File: config.mk
export PLATFORM = sky130hd
export DESIGN_NAME = hidden_flag_rank_select_vector
export DESIGN_NICKNAME = d
export VERILOG_FILES = /design/src/hw/rtl/hfrsv_pkg.sv /design/src/hw/rtl/hidden_flag_rank_select_vector.sv
export SDC_FILE = /design/constraint.sdc
export NUM_CORES = 1
export LEC_CHECK = 0
export ABC_AREA = 1
export BUFFER_PORTS_ARGS = -buffer_cell sky130_fd_sc_hd__buf_2
export CAP_MARGIN = 30
export CORE_ASPECT_RATIO = 0.7
export CORE_MARGIN = 2
export CORE_UTILIZATION = 69
export DETAILED_ROUTE_END_ITERATION = 10
export PLACE_DENSITY = 0.86
export SLEW_MARGIN = 40
export SYNTH_ARGS = -nofsm -noshare
export SYNTH_HDL_FRONTEND = slang
export SYNTH_SLANG_ARGS = --single-unit
File: constraint.sdc
create_clock -name clock -period 24.4 [get_ports clock]
set_clock_uncertainty 0.1 [all_clocks]
set_input_delay 4.88 -clock clock [delete_from_list [all_inputs] [get_ports clock]]
set_output_delay 4.88 -clock clock [all_outputs]
set_load 0.02 [all_outputs]
File: src/hw/rtl/hfrsv_pkg.sv
// hfrsv_pkg.sv: types, request codes and sizes for the hidden-flag rank/select vector
`timescale 1ns / 1ps

package hfrsv_pkg;

   // storage geometry
   localparam int CAPACITY   = 256;
   localparam int DIGIT_BITS = 16;
   localparam int NUM_DIGITS = CAPACITY / DIGIT_BITS;
   localparam int STEP_BITS  = $clog2(NUM_DIGITS);
   localparam int LANE_BITS  = $clog2(DIGIT_BITS);
   localparam int IDX_BITS   = $clog2(CAPACITY);
   localparam int COUNT_BITS = IDX_BITS + 1;
   localparam int POP_BITS   = LANE_BITS + 1;

   localparam logic [STEP_BITS-1:0] LAST_STEP = STEP_BITS'(NUM_DIGITS - 1);

   // request codes
   localparam logic [3:0] REQ_INSERT     = 4'd0;
   localparam logic [3:0] REQ_REMOVE_VIS = 4'd1;
   localparam logic [3:0] REQ_REMOVE_OFF = 4'd2;
   localparam logic [3:0] REQ_REMOVE_HID = 4'd3;
   localparam logic [3:0] REQ_HIDE       = 4'd4;
   localparam logic [3:0] REQ_UNHIDE     = 4'd5;
   localparam logic [3:0] REQ_GET        = 4'd6;
   localparam logic [3:0] REQ_RANK       = 4'd7;
   localparam logic [3:0] REQ_CLEAR      = 4'd8;

   // insert kinds
   localparam logic [1:0] KIND_OFFSET  = 2'd0;
   localparam logic [1:0] KIND_VISIBLE = 2'd1;
   localparam logic [1:0] KIND_APPEND  = 2'd2;

   // status codes
   localparam logic [2:0] STAT_OK         = 3'd0;
   localparam logic [2:0] STAT_RANGE      = 3'd1;
   localparam logic [2:0] STAT_FULL       = 3'd2;
   localparam logic [2:0] STAT_NOT_FOUND  = 3'd3;
   localparam logic [2:0] STAT_HIDDEN     = 3'd4;
   localparam logic [2:0] STAT_NOT_HIDDEN = 3'd5;

   typedef enum logic [1:0] {
      S_IDLE,
      S_WALK,
      S_FINISH
   } state_type;

   typedef enum logic [3:0] {
      OP_NONE,
      OP_INSERT,
      OP_REMOVE,
      OP_REMOVE_HID,
      OP_HIDE,
      OP_UNHIDE,
      OP_GET,
      OP_RANK,
      OP_CLEAR
   } op_type;

   typedef struct packed {
      logic [3:0] req_type;
      logic [7:0] position;
      logic       hidden_flag;
      logic [1:0] insert_kind;
   } req_item_type;

   typedef struct packed {
      logic [7:0] result_position;
      logic       found;
      logic       was_hidden;
      logic [2:0] status;
      logic [8:0] total_count;
      logic [8:0] visible_count;
   } rsp_item_type;

endpackage

File: src/hw/rtl/hidden_flag_rank_select_vector.sv
// hidden_flag_rank_select_vector.sv: ordered list of hidden flags with rank and select
`timescale 1ns / 1ps

// Ordered list of up to 256 entries, each with a hidden flag.
// Request channel (req_valid / req_stall / req_data) takes one request; the
// response channel (rsp_valid / rsp_stall / rsp_data) returns exactly one
// response per request, in order.
// The flags sit in a 256-bit ring that rotates one 16-bit digit per cycle
// while a request walks. Insert, remove, hide, unhide, get and rank pass
// every digit once, doing the offset compare, the select search, the shift
// and the counting on that digit alone, then pass through the finish state,
// which loads the response register; the next request is taken once the
// block is back in idle.
// Requests that fail their range or count checks, and clear all, skip the
// walk and go from idle straight to the finish state.
// The response sits in an output register, so a new request is accepted while
// the previous response waits. If the receiver stalls, a finished request
// waits in the finish state until the output register is free.
// Reset (synchronous, active high) empties the list and clears all flags.
module hidden_flag_rank_select_vector (
   input  logic                    clock,
   input  logic                    reset,
   input  logic                    req_valid,
   output logic                    req_stall,
   input  hfrsv_pkg::req_item_type req_data,
   output logic                    rsp_valid,
   input  logic                    rsp_stall,
   output hfrsv_pkg::rsp_item_type rsp_data
);
   import hfrsv_pkg::*;

   state_type                state_ff, state_in;
   logic [CAPACITY-1:0]      ring_ff, ring_in;
   logic [COUNT_BITS-1:0]    entry_count_ff, entry_count_in;
   logic [COUNT_BITS-1:0]    hidden_count_ff, hidden_count_in;

   op_type                   op_ff;
   logic                     sel_mode_ff;
   logic [IDX_BITS-1:0]      key_ff;
   logic [2:0]               err_ff;
   logic                     ins_flag_ff;
   logic [STEP_BITS-1:0]     step_ff;
   logic                     past_ff, carry_ff, flag_ff, skip_ff;
   logic [COUNT_BITS-1:0]    off_ff, rank_ff;

   logic                     rsp_valid_ff;
   rsp_item_type             rsp_ff, rsp_in;

   logic                     req_take, walk_en, out_free, finish_fire;

   op_type                   dec_op;
   logic                     dec_sel;
   logic [IDX_BITS-1:0]      dec_key;
   logic [2:0]               dec_err;
   logic                     dec_walk;
   logic [COUNT_BITS-1:0]    vis_count;

   logic [DIGIT_BITS-1:0]    cur_digit, ge_mask, eq_mask, new_digit;
   logic [DIGIT_BITS-1:0]    shift_up, shift_down;
   logic                     next_bit, hit_here, flag_here, cond_fail, apply_now;
   logic [POP_BITS-1:0]      off_pop, rank_pop;

   assign vis_count = entry_count_ff - hidden_count_ff;

   // request decode and up-front checks
   always_comb begin
      logic [COUNT_BITS-1:0] pos9;
      logic                  exists;
      logic                  full;
      pos9     = {1'b0, req_data.position};
      exists   = pos9 < entry_count_ff;
      full     = entry_count_ff >= COUNT_BITS'(CAPACITY);
      dec_op   = OP_NONE;
      dec_sel  = 1'b0;
      dec_key  = req_data.position;
      dec_err  = STAT_OK;
      unique case (req_data.req_type)
         REQ_INSERT: begin
            dec_op = OP_INSERT;
            unique case (req_data.insert_kind)
               KIND_OFFSET: begin
                  if (pos9 > entry_count_ff) dec_err = STAT_RANGE;
               end
               KIND_VISIBLE: begin
                  if (pos9 > vis_count) begin
                     dec_err = STAT_RANGE;
                  end else if (pos9 == vis_count) begin
                     dec_key = entry_count_ff[IDX_BITS-1:0];
                  end else begin
                     dec_sel = 1'b1;
                  end
               end
               KIND_APPEND: begin
                  dec_key = entry_count_ff[IDX_BITS-1:0];
               end
               default: dec_err = STAT_RANGE;
            endcase
            if (dec_err == STAT_OK && full) dec_err = STAT_FULL;
         end
         REQ_REMOVE_VIS: begin
            dec_op  = OP_REMOVE;
            dec_sel = 1'b1;
            if (pos9 >= vis_count) dec_err = STAT_NOT_FOUND;
         end
         REQ_REMOVE_OFF: begin
            dec_op = OP_REMOVE;
            if (!exists) dec_err = STAT_NOT_FOUND;
         end
         REQ_REMOVE_HID: begin
            dec_op = OP_REMOVE_HID;
            if (!exists) dec_err = STAT_NOT_FOUND;
         end
         REQ_HIDE: begin
            dec_op = OP_HIDE;
            if (!exists) dec_err = STAT_NOT_FOUND;
         end
         REQ_UNHIDE: begin
            dec_op = OP_UNHIDE;
            if (!exists) dec_err = STAT_NOT_FOUND;
         end
         REQ_GET: begin
            dec_op = OP_GET;
            if (!exists) dec_err = STAT_NOT_FOUND;
         end
         REQ_RANK: begin
            dec_op = OP_RANK;
            if (!exists) dec_err = STAT_NOT_FOUND;
         end
         REQ_CLEAR: dec_op = OP_CLEAR;
         default:   dec_err = STAT_RANGE;
      endcase
      if (dec_err != STAT_OK) dec_op = OP_NONE;
      dec_walk = (dec_op != OP_NONE) && (dec_op != OP_CLEAR);
   end

   // state machine: next state
   always_comb begin
      state_in = state_ff;
      unique case (state_ff)
         S_IDLE: begin
            if (req_valid) state_in = dec_walk ? S_WALK : S_FINISH;
         end
         S_WALK: begin
            if (step_ff == LAST_STEP) state_in = S_FINISH;
         end
         S_FINISH: begin
            if (out_free) state_in = S_IDLE;
         end
         default: state_in = S_IDLE;
      endcase
   end

   // state machine: outputs
   always_comb begin
      req_stall   = 1'b1;
      walk_en     = 1'b0;
      finish_fire = 1'b0;
      unique case (state_ff)
         S_IDLE:   req_stall   = 1'b0;
         S_WALK:   walk_en     = 1'b1;
         S_FINISH: finish_fire = out_free;
         default:  req_stall   = 1'b1;
      endcase
   end

   assign req_take = req_valid && !req_stall;
   assign out_free = !rsp_valid_ff || !rsp_stall;

   // current digit and its neighbours
   assign cur_digit  = ring_ff[DIGIT_BITS-1:0];
   assign next_bit   = (step_ff == LAST_STEP) ? 1'b0 : ring_ff[DIGIT_BITS];
   assign shift_up   = {cur_digit[DIGIT_BITS-2:0], carry_ff};
   assign shift_down = {next_bit, cur_digit[DIGIT_BITS-1:1]};

   // lanes at or beyond the target: raw offset compare or visible-index select
   always_comb begin
      logic                  ge_raw;
      logic                  ge_sel;
      logic [COUNT_BITS-1:0] clear_thru;
      ge_raw     = 1'b0;
      ge_sel     = 1'b0;
      clear_thru = '0;
      for (int j = 0; j < DIGIT_BITS; j++) begin
         ge_raw     = {step_ff, LANE_BITS'(j)} >= key_ff;
         clear_thru = rank_ff + COUNT_BITS'($countones(~cur_digit &
                                 DIGIT_BITS'((1 << (j + 1)) - 1)));
         ge_sel     = past_ff || (clear_thru > {1'b0, key_ff});
         ge_mask[j] = sel_mode_ff ? ge_sel : ge_raw;
      end
   end

   assign eq_mask   = ge_mask & ~{ge_mask[DIGIT_BITS-2:0], past_ff};
   assign hit_here  = |eq_mask;
   assign flag_here = |(cur_digit & eq_mask);
   assign off_pop   = POP_BITS'($countones(~ge_mask));
   assign rank_pop  = POP_BITS'($countones(~ge_mask & ~cur_digit));

   // conditional requests that leave the list alone
   always_comb begin
      unique case (op_ff)
         OP_REMOVE_HID: cond_fail = !flag_here;
         OP_HIDE:       cond_fail = flag_here;
         OP_UNHIDE:     cond_fail = !flag_here;
         default:       cond_fail = 1'b0;
      endcase
   end

   assign apply_now = !skip_ff && !(hit_here && cond_fail);

   // rewrite of the current digit
   always_comb begin
      new_digit = cur_digit;
      unique case (op_ff)
         OP_INSERT: begin
            new_digit = (eq_mask & {DIGIT_BITS{ins_flag_ff}})
                      | (ge_mask & ~eq_mask & shift_up)
                      | (~ge_mask & cur_digit);
         end
         OP_REMOVE, OP_REMOVE_HID: begin
            if (apply_now) new_digit = (ge_mask & shift_down) | (~ge_mask & cur_digit);
         end
         OP_HIDE: begin
            if (apply_now) new_digit = cur_digit | eq_mask;
         end
         OP_UNHIDE: begin
            if (apply_now) new_digit = cur_digit & ~eq_mask;
         end
         default: new_digit = cur_digit;
      endcase
   end

   // ring rotation, and emptying on clear all
   always_comb begin
      ring_in = ring_ff;
      if (walk_en) begin
         ring_in = {new_digit, ring_ff[CAPACITY-1:DIGIT_BITS]};
      end else if (finish_fire && op_ff == OP_CLEAR) begin
         ring_in = '0;
      end
   end

   // response fields and updated counts
   always_comb begin
      entry_count_in  = entry_count_ff;
      hidden_count_in = hidden_count_ff;
      rsp_in          = '0;
      rsp_in.status   = STAT_OK;
      unique case (op_ff)
         OP_NONE: begin
            rsp_in.status = err_ff;
         end
         OP_CLEAR: begin
            entry_count_in  = '0;
            hidden_count_in = '0;
         end
         OP_INSERT: begin
            rsp_in.result_position = off_ff[IDX_BITS-1:0];
            rsp_in.found           = 1'b1;
            entry_count_in         = entry_count_ff + 1'b1;
            hidden_count_in        = hidden_count_ff + COUNT_BITS'(ins_flag_ff);
         end
         OP_REMOVE: begin
            rsp_in.result_position = off_ff[IDX_BITS-1:0];
            rsp_in.found           = 1'b1;
            rsp_in.was_hidden      = flag_ff;
            entry_count_in         = entry_count_ff - 1'b1;
            hidden_count_in        = hidden_count_ff - COUNT_BITS'(flag_ff);
         end
         OP_REMOVE_HID: begin
            rsp_in.result_position = off_ff[IDX_BITS-1:0];
            rsp_in.found           = 1'b1;
            rsp_in.was_hidden      = flag_ff;
            if (flag_ff) begin
               entry_count_in  = entry_count_ff - 1'b1;
               hidden_count_in = hidden_count_ff - 1'b1;
            end else begin
               rsp_in.status = STAT_NOT_HIDDEN;
            end
         end
         OP_HIDE: begin
            rsp_in.result_position = off_ff[IDX_BITS-1:0];
            rsp_in.found           = 1'b1;
            rsp_in.was_hidden      = flag_ff;
            if (flag_ff) rsp_in.status = STAT_HIDDEN;
            else hidden_count_in = hidden_count_ff + 1'b1;
         end
         OP_UNHIDE: begin
            rsp_in.result_position = off_ff[IDX_BITS-1:0];
            rsp_in.found           = 1'b1;
            rsp_in.was_hidden      = flag_ff;
            if (flag_ff) hidden_count_in = hidden_count_ff - 1'b1;
            else rsp_in.status = STAT_NOT_HIDDEN;
         end
         OP_GET: begin
            rsp_in.result_position = off_ff[IDX_BITS-1:0];
            rsp_in.found           = 1'b1;
            rsp_in.was_hidden      = flag_ff;
         end
         OP_RANK: begin
            if (flag_ff) begin
               rsp_in.was_hidden = 1'b1;
               rsp_in.status     = STAT_NOT_FOUND;
            end else begin
               rsp_in.result_position = rank_ff[IDX_BITS-1:0];
               rsp_in.found           = 1'b1;
            end
         end
         default: rsp_in.status = err_ff;
      endcase
      rsp_in.total_count   = entry_count_in;
      rsp_in.visible_count = entry_count_in - hidden_count_in;
   end

   // control state, flag ring and counts
   always_ff @(posedge clock) begin
      if (reset) begin
         state_ff        <= S_IDLE;
         ring_ff         <= '0;
         entry_count_ff  <= '0;
         hidden_count_ff <= '0;
         step_ff         <= '0;
         rsp_valid_ff    <= 1'b0;
      end else begin
         state_ff <= state_in;
         ring_ff  <= ring_in;
         if (walk_en) step_ff <= step_ff + 1'b1;
         if (finish_fire) begin
            entry_count_ff  <= entry_count_in;
            hidden_count_ff <= hidden_count_in;
         end
         if (finish_fire) rsp_valid_ff <= 1'b1;
         else if (!rsp_stall) rsp_valid_ff <= 1'b0;
      end
   end

   // request latch and per-digit accumulators
   always_ff @(posedge clock) begin
      if (req_take) begin
         op_ff       <= dec_op;
         sel_mode_ff <= dec_sel;
         key_ff      <= dec_key;
         err_ff      <= dec_err;
         ins_flag_ff <= req_data.hidden_flag;
         past_ff     <= 1'b0;
         carry_ff    <= 1'b0;
         flag_ff     <= 1'b0;
         skip_ff     <= 1'b0;
         off_ff      <= '0;
         rank_ff     <= '0;
      end else if (walk_en) begin
         past_ff  <= ge_mask[DIGIT_BITS-1];
         carry_ff <= cur_digit[DIGIT_BITS-1];
         if (hit_here) flag_ff <= flag_here;
         skip_ff  <= skip_ff || (hit_here && cond_fail);
         off_ff   <= off_ff + COUNT_BITS'(off_pop);
         rank_ff  <= rank_ff + COUNT_BITS'(rank_pop);
      end
   end

   // response register
   always_ff @(posedge clock) begin
      if (finish_fire) rsp_ff <= rsp_in;
   end

   assign rsp_valid = rsp_valid_ff;
   assign rsp_data  = rsp_ff;

   // hidden entries never outnumber the entries held
   a_hidden_le_entries : assert property (@(posedge clock) disable iff (reset)
      hidden_count_ff <= entry_count_ff)
      else $error("hidden count exceeds entry count");

   // the list never grows past its capacity
   a_entries_le_capacity : assert property (@(posedge clock) disable iff (reset)
      entry_count_ff <= COUNT_BITS'(CAPACITY))
      else $error("entry count beyond capacity");

   // the ring is back at its home digit whenever a request can be taken
   a_ring_home_when_idle : assert property (@(posedge clock) disable iff (reset)
      state_ff == S_IDLE |-> step_ff == '0)
      else $error("digit ring not at home position while idle");

   // a finished request always shows up on the response channel
   a_finish_gives_response : assert property (@(posedge clock) disable iff (reset)
      finish_fire |=> rsp_valid)
      else $error("finished request produced no response");

endmodule
==> metrics.csv <==
metric,value,unit
port_buffers,51,
worst_slew_pin_slew,977.0,ps
finalMaxSlewViolations,0,
setup_tns,0,ps
core.rowCount,58,
cts_sinks,349,
drt_iter0_drc,2814,
clk_pin_slew,70,ps
place_congestion,1.011,
start_kind,flop,
r2r_slack,13580,ps
r2r-start,ring_ff[0],
die-area,37910,sq um
layout-drive-gt1-share,6.480,%
fin_nets,3796,
io_pins,52,
dieWidth,231.9,um
path_class,reg -> reg,
synth.top_cell.area_share,24.11,%
critPathMaxFanout,7,
cts_buffers,34,
hold_depth,2,
setup-violations-final,0,
hold_path.class,reg -> reg,
dr_total_vias,23840,
grt_pass1_wl,117500,um
peakVddDrop,111.4,uV
async_flop_share,0,%
outcome,finished clean,
cp-end-kind,flop,
hold_viol,0,
fin_total_pwr,3.050,mW
first_pass_iters,6,
synthFlopType,dfxtp_1,
groute.usage.overall,39.39,%
synth_area,25080,sq um
area_growth,7.129,%
final-seq-area,7457,sq um
worstPathArrival,11120,ps
postCtsHoldBufs,0,
yosys.area.top_type,dfxtp_1,
dp_hpwl,53440,um
antenna_found_initial,0,
start_util,69.96,%
grt_max_degree,160,
crit_top_cell,fa_1,
powerDensity,113.5,nW/um^2
core,35850,sq um
cp_slowest_cell,fa_1,
die_y,163.5,um
clk_path_buf_depth,3,
drv_cap,0,
fmax,92.39,MHz
drcViolationCount,0,
layout_min_cycle_time,10820,ps
synth-edff-count,47,
netlist-cell-type-count,61,
fillers,2669,
fin_util,74.94,%
ys_seq_elements,349,
synthTopCellsByArea,"dfxtp_1, nand2_1, ha_1",
wl_per_cell,19.10,um
cts_root_buf,clkbuf_16,
ys_seq_area_share,29.73,%
cts_setup_buffers,0,
min_period_over_period,44.36,%
cts_resized,0,
min_from,ring_ff[58],
max_slew_margin,34.78,%
ant_nets,0,
syn-num-nets,3821,
multi_input_area,15470,sq um
synth.avg_cell_area,7.255,sq um
p_leak,12.21,nW
yosys_warnings,0,
grt_pass1_vias,22384,
clk_latency,550,ps
rsz0062_at_grt,no,
cp.required,24700,ps
via_per_inst,6.055,
syn-instance-count,3457,
wirelength,75180,um
antenna_cells,0,
cts_tree,done,
overflow,0,
r2r-end,rank_ff[6],
min_to,ring_ff[58],
r2r_cells,38,
cts_max_level,2,
cpPeakStageDelay,860,ps
-- critical path: cells and delay by family (launching register included) --
kind	cells	cell delay [ps]
DFF	1	430
AOI/OAI and AO/OA	6	1120
and+or+nand+nor	7	710
buffers and inverters	9	880
xor gates and xnor gates	1	210
adders and majority gates	15	7190
-- sequential cells by signal (all words and copies together) (netlist names), 2 cells and up --
signal           flops
ring_ff            256
rsp_data            31
entry_count_ff       9
hidden_count_ff      9
rank_ff              9
key_ff               8
off_ff               8
op_ff                4
step_ff              4
err_ff               2
state_ff             2
-- synth_stat cells, drive strengths merged, types with 30 or more instances --
master,number
dfxtp,302
fa,82
edfxtp,47
nand4,30
xor2,105
o21ai,117
inv,425
nor3,34
ha,263
clkbuf,120
a21oi,445
nand2,1059
nor2,164
nand3,112
-- cells by family after synthesis --
kind of cell	count (synthesis)	synth area share (%)
xor gates and xnor gates	121	4.226
and+or+nand+nor	1410	23.10
DFF	349	29.73
adders and majority gates	345	19.67
buffers and inverters	571	8.741
AOI/OAI and AO/OA	661	14.53
-- where the power goes --
part / internal, mW / switching [mW] / total [mW]
combinational: 0.641 / 1.17 / 1.81
clock: 0.317 / 0.239 / 0.556
sequential: 0.646 / 0.0414 / 0.687
total: 1.60 / 1.45 / 3.05
-- worst max-delay path by stage --
stage | start | end | slack, ps | cells after the start
2_1_floorplan | ring_ff[1] | rank_ff[8] | 14780 | 41
5_1_grt | ring_ff[1] | rank_ff[8] | 13090 | 38
6_report | ring_ff[0] | rank_ff[6] | 13580 | 38
3_3_place_gp | ring_ff[0] | rank_ff[8] | 14040 | 38
3_5_place_dp | ring_ff[0] | rank_ff[8] | 13770 | 38
4_1_cts | ring_ff[0] | rank_ff[8] | 13690 | 38
-- cells in the final DEF, fill, tap and decap left out, types with 7 or more instances in the layout --
| cell type | netlist | layout |
|---|---|---|
| a21oi_1 | 433 | 432 |
| nor3_1 | 31 | 30 |
| a21oi_2 | 12 | 12 |
| buf_2 | 7 | 50 |
| xnor2_1 | 16 | 16 |
| dfxtp_1 | 302 | 302 |
| clkbuf_16 | 0 | 34 |
| xor2_1 | 105 | 105 |
| o211ai_1 | 16 | 16 |
| o22ai_1 | 12 | 12 |
| fa_1 | 82 | 82 |
| inv_2 | 14 | 14 |
| clkbuf_8 | 0 | 8 |
| o21ai_0 | 108 | 107 |
| nor2_1 | 154 | 151 |
| nor2_4 | 5 | 7 |
| buf_4 | 5 | 23 |
| a22oi_1 | 10 | 10 |
| ha_1 | 263 | 263 |
| o21bai_1 | 9 | 9 |
| nand4_1 | 29 | 29 |
| o32ai_1 | 12 | 12 |
| edfxtp_1 | 47 | 47 |
| nand2_2 | 26 | 26 |
| nand2_1 | 1028 | 1028 |
| inv_1 | 410 | 408 |
| nand3_1 | 110 | 110 |
-- per-stage QoR --
step	std cells	setup slack [ps]	hold WS, ps	area (sq um)
floorplan	3457	14780	341.0	25080
global placement	3874	14040	347.9	25630
detailed placement	3876	13770	352.0	25690
CTS	3937	13690	362.3	26870
global route	3937	13090	372.5	26870
finish	3937	13580	362.2	26870
-- cell type report --
type	instances	area share (%)
Tap cell	480	2.235
Multi-Input combinational cell	2537	57.58
Clock inverter	14	0.7591
Timing Repair Buffer	79	2.021
Sequential cell	349	27.76
Inverter	431	6.040
Clock buffer	47	3.609
-- metal layers --
layer | global-route usage, % | part of all wire (%) | up-vias
li1 | - | - | 11150
met1 | 55.53 | 43 | 11156
met2 | 60.42 | 43 | 1339
met3 | 9.358 | 12 | 195
met4 | 10.84 | 2.7 | 0
met5 | 0 | 0 | -
Power figures use the tool's default switching activity.
